[src/rbpfw_pkg.sv]
// Shared constants, register codes and helpers for the rectangle blit pixel writer.
package rbpfw_pkg;

    localparam int DIM_W      = 13;
    localparam int STRIDE_W   = 15;
    localparam int CFG_IDX_W  = 3;
    localparam int CFG_DATA_W = 15;
    localparam int COORD_W    = 15;
    localparam int ADDR_W     = 26;
    localparam int DATA_W     = 32;
    localparam int COUNT_W    = 3;
    localparam int CHAN_W     = 8;

    localparam int unsigned MAX_DIM = 4096;

    typedef enum logic [CFG_IDX_W-1:0] {
        REG_SCREEN_WIDTH  = 3'd0,
        REG_SCREEN_HEIGHT = 3'd1,
        REG_PIXEL_FORMAT  = 3'd2,
        REG_ROW_STRIDE    = 3'd3,
        REG_RECT_LEFT     = 3'd4,
        REG_RECT_TOP      = 3'd5,
        REG_RECT_COLS     = 3'd6,
        REG_RECT_ROWS     = 3'd7
    } cfg_reg_t;

    localparam logic [1:0] FMT_BGRA8888 = 2'd0;
    localparam logic [1:0] FMT_BGR888   = 2'd1;
    localparam logic [1:0] FMT_RGB565   = 2'd2;

    localparam logic [COUNT_W-1:0] BYTES_BGRA8888 = 3'd4;
    localparam logic [COUNT_W-1:0] BYTES_BGR888   = 3'd3;
    localparam logic [COUNT_W-1:0] BYTES_RGB565   = 3'd2;

    function automatic logic [DIM_W-1:0] clamp_dim(input logic [DIM_W-1:0] v);
        logic [DIM_W-1:0] lim;
        lim = DIM_W'(MAX_DIM);
        return (v > lim) ? lim : v;
    endfunction

endpackage

[src/rect_blit_pixel_format_writer.sv]
// Rectangle blit writer: walks a source rectangle and emits packed framebuffer writes.
//
//  Channel  Direction  Handshake              Payload
//  in       sink       in_valid / in_stall    red, green, blue, alpha, final_pixel
//  out      source     out_valid / out_stall  byte_addr, write_data, byte_count
//  cfg      sink       cfg_wr_en              cfg_index, cfg_wr_data
//
// One source pixel is accepted every cycle while in_stall is low.
// The rate is set by the two-stage pipe: position stage, then address multiply and packing.
// Reset clears the configuration registers, the source counters and both valid flags.
// A stall on the output holds the result register and backs up into the input stall
// once the position stage is also full.
module rect_blit_pixel_format_writer (
    input  logic                                  clk,
    input  logic                                  rst_n,
    input  logic                                  cfg_wr_en,
    input  logic [rbpfw_pkg::CFG_IDX_W-1:0]       cfg_index,
    input  logic [rbpfw_pkg::CFG_DATA_W-1:0]      cfg_wr_data,
    input  logic                                  in_valid,
    output logic                                  in_stall,
    input  logic [rbpfw_pkg::CHAN_W-1:0]          red,
    input  logic [rbpfw_pkg::CHAN_W-1:0]          green,
    input  logic [rbpfw_pkg::CHAN_W-1:0]          blue,
    input  logic [rbpfw_pkg::CHAN_W-1:0]          alpha,
    input  logic                                  final_pixel,
    output logic                                  out_valid,
    input  logic                                  out_stall,
    output logic [rbpfw_pkg::ADDR_W-1:0]          byte_addr,
    output logic [rbpfw_pkg::DATA_W-1:0]          write_data,
    output logic [rbpfw_pkg::COUNT_W-1:0]         byte_count
);
    import rbpfw_pkg::*;

    logic [DIM_W-1:0]     screen_width_reg;
    logic [DIM_W-1:0]     screen_height_reg;
    logic [1:0]           pixel_format_reg;
    logic [STRIDE_W-1:0]  row_stride_reg;
    logic [DIM_W-1:0]     rect_left_reg;
    logic [DIM_W-1:0]     rect_top_reg;
    logic [DIM_W-1:0]     rect_cols_reg;
    logic [DIM_W-1:0]     rect_rows_reg;

    logic [DIM_W-1:0]     src_col_reg;
    logic [DIM_W-1:0]     src_row_reg;
    logic [DIM_W-1:0]     src_col_next;
    logic [DIM_W-1:0]     src_row_next;

    logic                 s1_valid_reg;
    logic                 s1_valid_next;
    logic [COORD_W-1:0]   x_reg;
    logic [COORD_W-1:0]   y_reg;
    logic [CHAN_W-1:0]    red_reg;
    logic [CHAN_W-1:0]    green_reg;
    logic [CHAN_W-1:0]    blue_reg;
    logic [CHAN_W-1:0]    alpha_reg;

    logic                 out_valid_reg;
    logic                 out_valid_next;
    logic [ADDR_W-1:0]    byte_addr_reg;
    logic [DATA_W-1:0]    write_data_reg;
    logic [COUNT_W-1:0]   byte_count_reg;

    logic                 out_ready;
    logic                 s1_ready;
    logic                 in_accept;
    logic                 in_rect;
    logic [DIM_W:0]       col_inc;
    logic [COORD_W-1:0]   x_next;
    logic [COORD_W-1:0]   y_next;

    logic [DIM_W-1:0]     width_lim;
    logic [DIM_W-1:0]     height_lim;
    logic                 on_screen;
    logic                 fmt_ok;
    logic [COUNT_W-1:0]   bytes_sel;
    logic [DATA_W-1:0]    data_sel;
    logic [26:0]          row_off;
    logic [14:0]          col_off;
    logic [ADDR_W-1:0]    addr_sel;
    logic                 hit;

    assign out_ready = !out_valid_reg || !out_stall;
    assign s1_ready  = !s1_valid_reg || out_ready;
    assign in_stall  = !s1_ready;
    assign in_accept = in_valid && s1_ready;

    // Configuration writes.
    always_ff @(posedge clk or negedge rst_n)
    begin
        if (!rst_n)
        begin
            screen_width_reg  <= '0;
            screen_height_reg <= '0;
            pixel_format_reg  <= '0;
            row_stride_reg    <= '0;
            rect_left_reg     <= '0;
            rect_top_reg      <= '0;
            rect_cols_reg     <= '0;
            rect_rows_reg     <= '0;
        end
        else if (cfg_wr_en)
        begin
            unique case (cfg_reg_t'(cfg_index))
                REG_SCREEN_WIDTH:  screen_width_reg  <= cfg_wr_data[DIM_W-1:0];
                REG_SCREEN_HEIGHT: screen_height_reg <= cfg_wr_data[DIM_W-1:0];
                REG_PIXEL_FORMAT:  pixel_format_reg  <= cfg_wr_data[1:0];
                REG_ROW_STRIDE:    row_stride_reg    <= cfg_wr_data[STRIDE_W-1:0];
                REG_RECT_LEFT:     rect_left_reg     <= cfg_wr_data[DIM_W-1:0];
                REG_RECT_TOP:      rect_top_reg      <= cfg_wr_data[DIM_W-1:0];
                REG_RECT_COLS:     rect_cols_reg     <= cfg_wr_data[DIM_W-1:0];
                REG_RECT_ROWS:     rect_rows_reg     <= cfg_wr_data[DIM_W-1:0];
                default:           rect_rows_reg     <= rect_rows_reg;
            endcase
        end
    end

    // Source position counters and the screen position of the incoming pixel.
    always_comb
    begin
        in_rect      = (src_col_reg < rect_cols_reg) && (src_row_reg < rect_rows_reg);
        col_inc      = {1'b0, src_col_reg} + (DIM_W+1)'(1);
        src_col_next = src_col_reg;
        src_row_next = src_row_reg;
        x_next = COORD_W'($signed(rect_left_reg)) + COORD_W'(src_col_reg);
        y_next = COORD_W'($signed(rect_top_reg)) + COORD_W'(src_row_reg);
        if (in_accept)
        begin
            if (in_rect)
            begin
                if (col_inc >= {1'b0, rect_cols_reg})
                begin
                    src_col_next = '0;
                    src_row_next = src_row_reg + DIM_W'(1);
                end
                else
                begin
                    src_col_next = col_inc[DIM_W-1:0];
                end
            end
            if (final_pixel)
            begin
                src_col_next = '0;
                src_row_next = '0;
            end
        end
    end

    always_comb
    begin
        s1_valid_next = s1_valid_reg;
        if (s1_ready)
        begin
            s1_valid_next = in_accept && in_rect;
        end
        out_valid_next = out_valid_reg;
        if (out_ready)
        begin
            out_valid_next = s1_valid_reg && hit;
        end
    end

    always_ff @(posedge clk or negedge rst_n)
    begin
        if (!rst_n)
        begin
            src_col_reg   <= '0;
            src_row_reg   <= '0;
            s1_valid_reg  <= 1'b0;
            out_valid_reg <= 1'b0;
        end
        else
        begin
            src_col_reg   <= src_col_next;
            src_row_reg   <= src_row_next;
            s1_valid_reg  <= s1_valid_next;
            out_valid_reg <= out_valid_next;
        end
    end

    always_ff @(posedge clk)
    begin
        if (in_accept)
        begin
            x_reg     <= x_next;
            y_reg     <= y_next;
            red_reg   <= red;
            green_reg <= green;
            blue_reg  <= blue;
            alpha_reg <= alpha;
        end
    end

    // Clipping, pixel packing and address generation.
    always_comb
    begin
        width_lim  = clamp_dim(screen_width_reg);
        height_lim = clamp_dim(screen_height_reg);
        on_screen  = !x_reg[COORD_W-1] && !y_reg[COORD_W-1]
                  && (x_reg[COORD_W-2:0] < {1'b0, width_lim})
                  && (y_reg[COORD_W-2:0] < {1'b0, height_lim});
        fmt_ok     = 1'b1;
        bytes_sel  = BYTES_BGRA8888;
        data_sel   = {alpha_reg, red_reg, green_reg, blue_reg};
        unique case (pixel_format_reg)
            FMT_BGRA8888:
            begin
                bytes_sel = BYTES_BGRA8888;
                data_sel  = {alpha_reg, red_reg, green_reg, blue_reg};
            end
            FMT_BGR888:
            begin
                bytes_sel = BYTES_BGR888;
                data_sel  = {8'h00, red_reg, green_reg, blue_reg};
            end
            FMT_RGB565:
            begin
                bytes_sel = BYTES_RGB565;
                data_sel  = {16'h0000, red_reg[7:3], green_reg[7:2], blue_reg[7:3]};
            end
            default:
            begin
                fmt_ok = 1'b0;
            end
        endcase
        row_off  = 27'(y_reg[11:0]) * 27'(row_stride_reg);
        col_off  = 15'(x_reg[11:0]) * 15'(bytes_sel);
        addr_sel = ADDR_W'(row_off + 27'(col_off));
        hit      = on_screen && fmt_ok;
    end

    always_ff @(posedge clk)
    begin
        if (out_ready && s1_valid_reg)
        begin
            byte_addr_reg  <= addr_sel;
            write_data_reg <= data_sel;
            byte_count_reg <= bytes_sel;
        end
    end

    assign out_valid  = out_valid_reg;
    assign byte_addr  = byte_addr_reg;
    assign write_data = write_data_reg;
    assign byte_count = byte_count_reg;

    a_count_legal: assert property (@(posedge clk) disable iff (!rst_n)
        out_valid |-> (byte_count == BYTES_BGRA8888 || byte_count == BYTES_BGR888
                       || byte_count == BYTES_RGB565))
        else $error("Write request carries an illegal byte count.");

    a_rgb565_upper_zero: assert property (@(posedge clk) disable iff (!rst_n)
        (out_valid && byte_count == BYTES_RGB565) |-> (write_data[31:16] == 16'h0000))
        else $error("RGB565 write request has nonzero upper bytes.");

    a_final_clears: assert property (@(posedge clk) disable iff (!rst_n)
        (in_valid && !in_stall && final_pixel) |=> (src_col_reg == '0 && src_row_reg == '0))
        else $error("Source counters did not clear after the final pixel.");

    a_stage_holds: assert property (@(posedge clk) disable iff (!rst_n)
        (s1_valid_reg && !out_ready) |=> s1_valid_reg)
        else $error("Pending pixel was lost while the output was stalled.");

    a_stall_cause: assert property (@(posedge clk) disable iff (!rst_n)
        in_stall |-> (s1_valid_reg && out_valid_reg && out_stall))
        else $error("Input stalled while the pipeline had room.");

endmodule
[config.mk]
export PLATFORM = sky130hd
export DESIGN_NAME = rect_blit_pixel_format_writer
export DESIGN_NICKNAME = d
export VERILOG_FILES = /design/src/rbpfw_pkg.sv /design/src/rect_blit_pixel_format_writer.sv
export SDC_FILE = /design/constraint.sdc
export NUM_CORES = 1
export LEC_CHECK = 0
export CAP_MARGIN = 20
export CORE_MARGIN = 1.5
export CORE_UTILIZATION = 47
export CTS_CLUSTER_SIZE = 20
export DETAILED_ROUTE_END_ITERATION = 6
export DONT_BUFFER_PORTS = 1
export PLACE_DENSITY = 0.72
export SETUP_SLACK_MARGIN = 0.5
export SYNTH_ARGS = -nofsm -noshare
export SYNTH_HDL_FRONTEND = slang
export SYNTH_SLANG_ARGS = --single-unit
[constraint.sdc]
create_clock -name clk -period 7.95 [get_ports clk]
set_input_delay 0.3975 -clock clk [delete_from_list [all_inputs] [get_ports clk]]
set_output_delay 0.3975 -clock clk [all_outputs]
set_load 0.05 [all_outputs]
Word level (Yosys, flattened, before mapping)
Cells that the tools add are included.
- flip-flop bits (word level): 246
- input port bits: 56
- $add $sub $neg: 5
- multiply operators: 2
- order comparisons: 7
- equal/unequal tests: 9
- multiplexer cells: 11
- reduce and logical (&&, ||, !) cells: 32
- operators by type and width (operator ; count):
    $mux W13 ; 8
    $pmux W32 S2 ; 1
    $add A13 B14 Y15 ; 2
    $lt A14 B13 Y1 ; 2
    $add A26 B15 Y26 ; 1
    $gt A13 B13 Y1 const B ; 2
    $lt A13 B13 Y1 ; 2
    $mul A12 B15 Y26 ; 1
    $reduce_and A2 Y1 ; 9
    $mul A12 B3 Y15 ; 1
    $add A13 B1 Y14 const B ; 1
    $ge A14 B13 Y1 ; 1
    $add A13 B1 Y13 const B ; 1
    $eq A3 B3 Y1 const B ; 4
    $logic_and A1 B1 Y1 ; 9
    $eq A3 B2 Y1 const B ; 2
    $logic_not A1 Y1 ; 6
    $pmux W3 S2 ; 1
    $reduce_bool A2 Y1 ; 2
    $eq A3 B1 Y1 const B ; 1
    $logic_not A3 Y1 ; 1
    $reduce_and A3 Y1 ; 1
    $reduce_or A3 Y1 ; 1
    $eq A2 B1 Y1 const B ; 1
    other kinds (4) ; 5

Depth between registers and ports, before layout
- depth after elaboration: 7
- gate-level depth with buffers: 25
- gate-level depth less buffers: 23

Least setup slack after synthesis
OpenSTA, ideal clock, no wires.
- path type: reg2reg
- start point: register pixel_format_reg[0]
- end point: register byte_addr_reg[25], in the netlist byte_addr[25] (data pin)
- library setup time: 0.260 ns
- arrival time: 6.217 ns
- path slack: 1.473 ns
- cell stages (with the launch flop): 22
- buffers on the path: 1
- path through: dfrtp_1 > inv_1 > ha_1 > clkbuf_1 > mux2_2 > ha_1 > fa_1 > fa_1 > fa_1 > fa_1 > inv_1 > fa_1 > inv_1 > ha_1 > a21o_1 > a21oi_1 > a211oi_2 > o311a_4 > o41ai_4 > o31ai_2 > o221ai_2 > xnor2_1
- word-level cells in the longest chain between the ends: 4
- elaborated cells on any way between the ends: 5
- classes of those cells: add/sub (1); mul (1); eq/ne (2); mux (1)
- RTL lines (what ; line ; RTL):
    start, declared ; rect_blit_pixel_format_writer.sv:36 ; logic [1:0] pixel_format_reg;
    start signal, assigned ; rect_blit_pixel_format_writer.sv:106 ; REG_PIXEL_FORMAT: pixel_format_reg <= cfg_wr_data[1:0];
    $eq A2 B2 Y1 / $eq A2 B1 Y1 (equally long branches) ; rect_blit_pixel_format_writer.sv:204 ; unique case (pixel_format_reg)
    $pmux W3 S2 (*) ; rect_blit_pixel_format_writer.sv:204 ;
    named net bytes_sel[2] ; rect_blit_pixel_format_writer.sv:75 ; logic [COUNT_W-1:0] bytes_sel;
    $mul A12 B3 Y15 (*) ; rect_blit_pixel_format_writer.sv:226 ; col_off = 15'(x_reg[11:0]) * 15'(bytes_sel);
    $add A26 B15 Y26 (*) ; rect_blit_pixel_format_writer.sv:227 ; addr_sel = ADDR_W'(row_off + 27'(col_off));
    named net addr_sel[25] ; rect_blit_pixel_format_writer.sv:79 ; logic [ADDR_W-1:0] addr_sel;
    end signal, assigned ; rect_blit_pixel_format_writer.sv:235 ; byte_addr_reg <= addr_sel;
    end, declared ; rect_blit_pixel_format_writer.sv:59 ; logic [ADDR_W-1:0] byte_addr_reg;
Mark *: on every way through the listed nets, which the timed path passes. The rest lies on a longest branch.
A chain may end at the register's enable or synchronous reset.

Worst setup path in the final report
- start point: register pixel_format_reg[0]
- end point: register byte_addr_reg[24], in the netlist byte_addr[24] (data pin)
Same word-level chain as after synthesis.

==> summary.txt <==
Status
  • Outcome: finished clean

Min path
  • Worst Hold Class: in2reg
  • Hold_sp: out_stall
  • Hold-critical path endpoint: s1_valid_reg
  • Hold depth: 2

Final layout
  • Nets@finish: 2,128
  • Multi-input logic area: 0.0108 mm2
  • Commonest non-fill, non-tap cell in the layout: inv_1
  • Synth-to-layout area growth: 10.5%
  • Sequential cell area: 0.00677 mm2
  • Max reg flops: 32
  • Final-layout fill cell count: 3,348
  • Final Core Density: 52.4%
  • Most frequent cells in the layout: inv_1 (249), ha_1 (190), fa_1 (156)
  • Share of cells above drive strength 1: 10.1%

Clock tree
  • Worst-Skew Late Latency: 0.57 ns
  • Clock Sinks: 246
  • Bufs on Longest Clock Path: 3
  • Root buffer cell: clkbuf_16
  • Clk slew on worst S/H paths: 0.06 ns
  • CTS tree: yes
  • Post-CTS sizing: 0
  • Depth of the CTS H-tree: 1
  • Num CTS Buffers: 29

Timing
  • Final Max Slew Viols: 0
  • Post-route clock period utilization: 85.2%
  • Worst Max-Slew Pin Slew: 1.06 ns
  • Hold Slack: 0.0573 ns
  • RSZ-0062 raised after global routing: false
  • Setup TNS: 0 ns
  • Clock Skew: 0.0280 ns
  • Max frequency: 0.148 GHz
  • Setup-failing EPs final: 0
  • Post-route minimum period: 6.77 ns
  • Worst setup margin: 1.18 ns
  • Hold Vio Cnt, Final: 0
  • Slew HR: 29.1%

Detailed routing
  • Met3 Wirelength: 1710 um
  • Wire per inst: 17.7 um
  • Via count: 12,100
  • M1 WL: 17,800 um
  • WL final: 40,200 um
  • Initial DRC Count: 678
  • DRT antenna net count: 0
  • Max Used Layer: met5
  • # DRC: 0
  • Met2 WL post-DR: 19,700 um
  • Vias/cell: 5.32
  • Detailed Routing Iterations Pass 1: 5

GRT
  • Largest net degree at the start of global routing: 124
  • Antenna violations before repair: 6
  • First-pass GRT wire length: 65,700 um
  • GRT Util Overall: 20.0%
  • GR Overflow Total: 0
  • Vias in the first global route: 12,700

Synth
  • Top_reg_cell synth: edfxtp_1
  • Number of synthesized register bits: 246
  • Share of the synthesized area in the top cell type: 19.7%
  • Distinct cells, synth: 63
  • Post-synth EDFFs: 123
  • Mapped cell area: 0.0188 mm2
  • Area leader, netlist: edfxtp_1
  • Avg Synthesized Cell Area: 11.0 um2
  • Yosys warnings: 0
  • Async SR Flop Fraction: 50.0%
  • Post-Syn Instances: 1,702
  • Main area contributors after synthesis: edfxtp_1 (20%), fa_1 (17%), dfrtp_1 (16%)
  • Sequential area share after synthesis: 36.1%
  • Post-Syn Nets: 2,104

Critical path
  • Crit Reg-Reg Startpoint: pixel_format_reg[0]
  • Critical path class: reg2reg
  • Arr. time, crit path: 7.10 ns
  • FF-to-FF End: byte_addr[24]
  • Worst endpoint required time: 8.28 ns
  • Reg-to-reg setup timing slack: 1.18 ns
  • Worst r2r path cells: 22
  • Crit Path Max Fanout: 10
  • Startpoint Class: register
  • CP Capture Type: register

Die
  • Die Footprint: 0.0411 mm2
  • Row cnt: 73
  • I/O pin count: 119
  • Initial Utilization: 47.4%
  • Die height: 203 um
  • Core area: 0.0395 mm2
  • Die width: 203 um

Placed design
  • Count of buffers from port buffering: 0
  • Dpl ws: 1.11 ns
  • Dpl hpwl: 29,200 um
  • Gpl congestion: 0.851

Job
  • Max Cap Viol: 0
[critical path, stage by stage (launching register included)]
cell      delay [ns]
dfrtp_1         0.37
inv_1           0.07
ha_1            0.50
mux2_2          0.39
ha_1            0.27
inv_1           0.05
fa_1            0.52
inv_1           0.05
fa_1            0.50
fa_1            0.52
fa_1            0.54
inv_1           0.05
fa_1            0.52
inv_1           0.04
ha_1            0.37
o21a_1          0.15
o211ai_1        0.10
o2111a_1        0.31
o31ai_1         0.51
a31oi_1         0.25
o21ai_0         0.22
a21oi_1         0.10
xnor2_1         0.12
[per-stage QoR]
stage	std cells	cell area, um2
global route	2274	20700
global placement	2168	19200
finish	2274	20700
detailed placement	2168	19200
CTS	2271	20700
floorplan	1702	18800
[kinds of logic (layout without fill, tap and decap cells)]
family	after synthesis	count (layout)	share of synthesized area (%)
AO/OA/AOI/OAI	189	189	6.80
AND/OR/NAND/NOR	440	440	12.3
adder cells (fa/ha/maj)	346	346	29.3
XOR/XNOR	69	69	3.22
buffers and inverters	311	357	6.24
other	1	2	0.0200
flip-flops	246	246	36.1
multiplexers	100	100	6.00
[how the worst max path moves through the flow]
stage	from	endpoint
finish	pixel_format_reg[0]	byte_addr[24]
global route	pixel_format_reg[0]	byte_addr[24]
CTS	pixel_format_reg[0]	byte_addr[24]
detailed placement	pixel_format_reg[0]	byte_addr[24]
global placement	pixel_format_reg[0]	byte_addr[24]
floorplan	pixel_format_reg[0]	byte_addr[25]
[cells in the mapped netlist, types with 12 or more instances]
master and n:
ha_1 190, a22o_1 17, o21ai_0 45, nor2_1 47, dfrtp_1 123, edfxtp_1 123, nor2b_1 13, nor3_1 15
inv_1 249, xor2_1 25, fa_1 156, a21o_1 17, nand3_1 15, o21a_1 12, clkbuf_1 58, xnor2_1 44
mux2_2 100, and2_1 125, nand2_1 150, a21oi_1 48, nand2b_1 16
[what timing repair did]
action                                 4_1_cts  5_1_grt
buffers inserted                             0        0
endpoints found under the hold margin      252        0
hold buffers                                50        0
[area by class of cell]
class	count	share of cell area, %
multi-input cells	1145	52.3
flip-flops and latches	246	32.7
inverters	249	4.51
clock buffers	32	3.55
well taps	525	3.17
repair buffers	55	2.70
clock inverters	21	1.10
diodes	1	0.0121
[routing by layer]
| metal | up-vias | global-route usage, % |
|---|---|---|
| met5 | - | 0 |
| met4 | 10 | 5.13 |
| met3 | 68 | 3.08 |
| met2 | 233 | 34.3 |
| met1 | 6096 | 26.5 |
| li1 | 5684 | - |
Power is left out: the tool's default activity adds up to more than one toggle a clock period on the data nets, which glitch-free logic cannot reach.
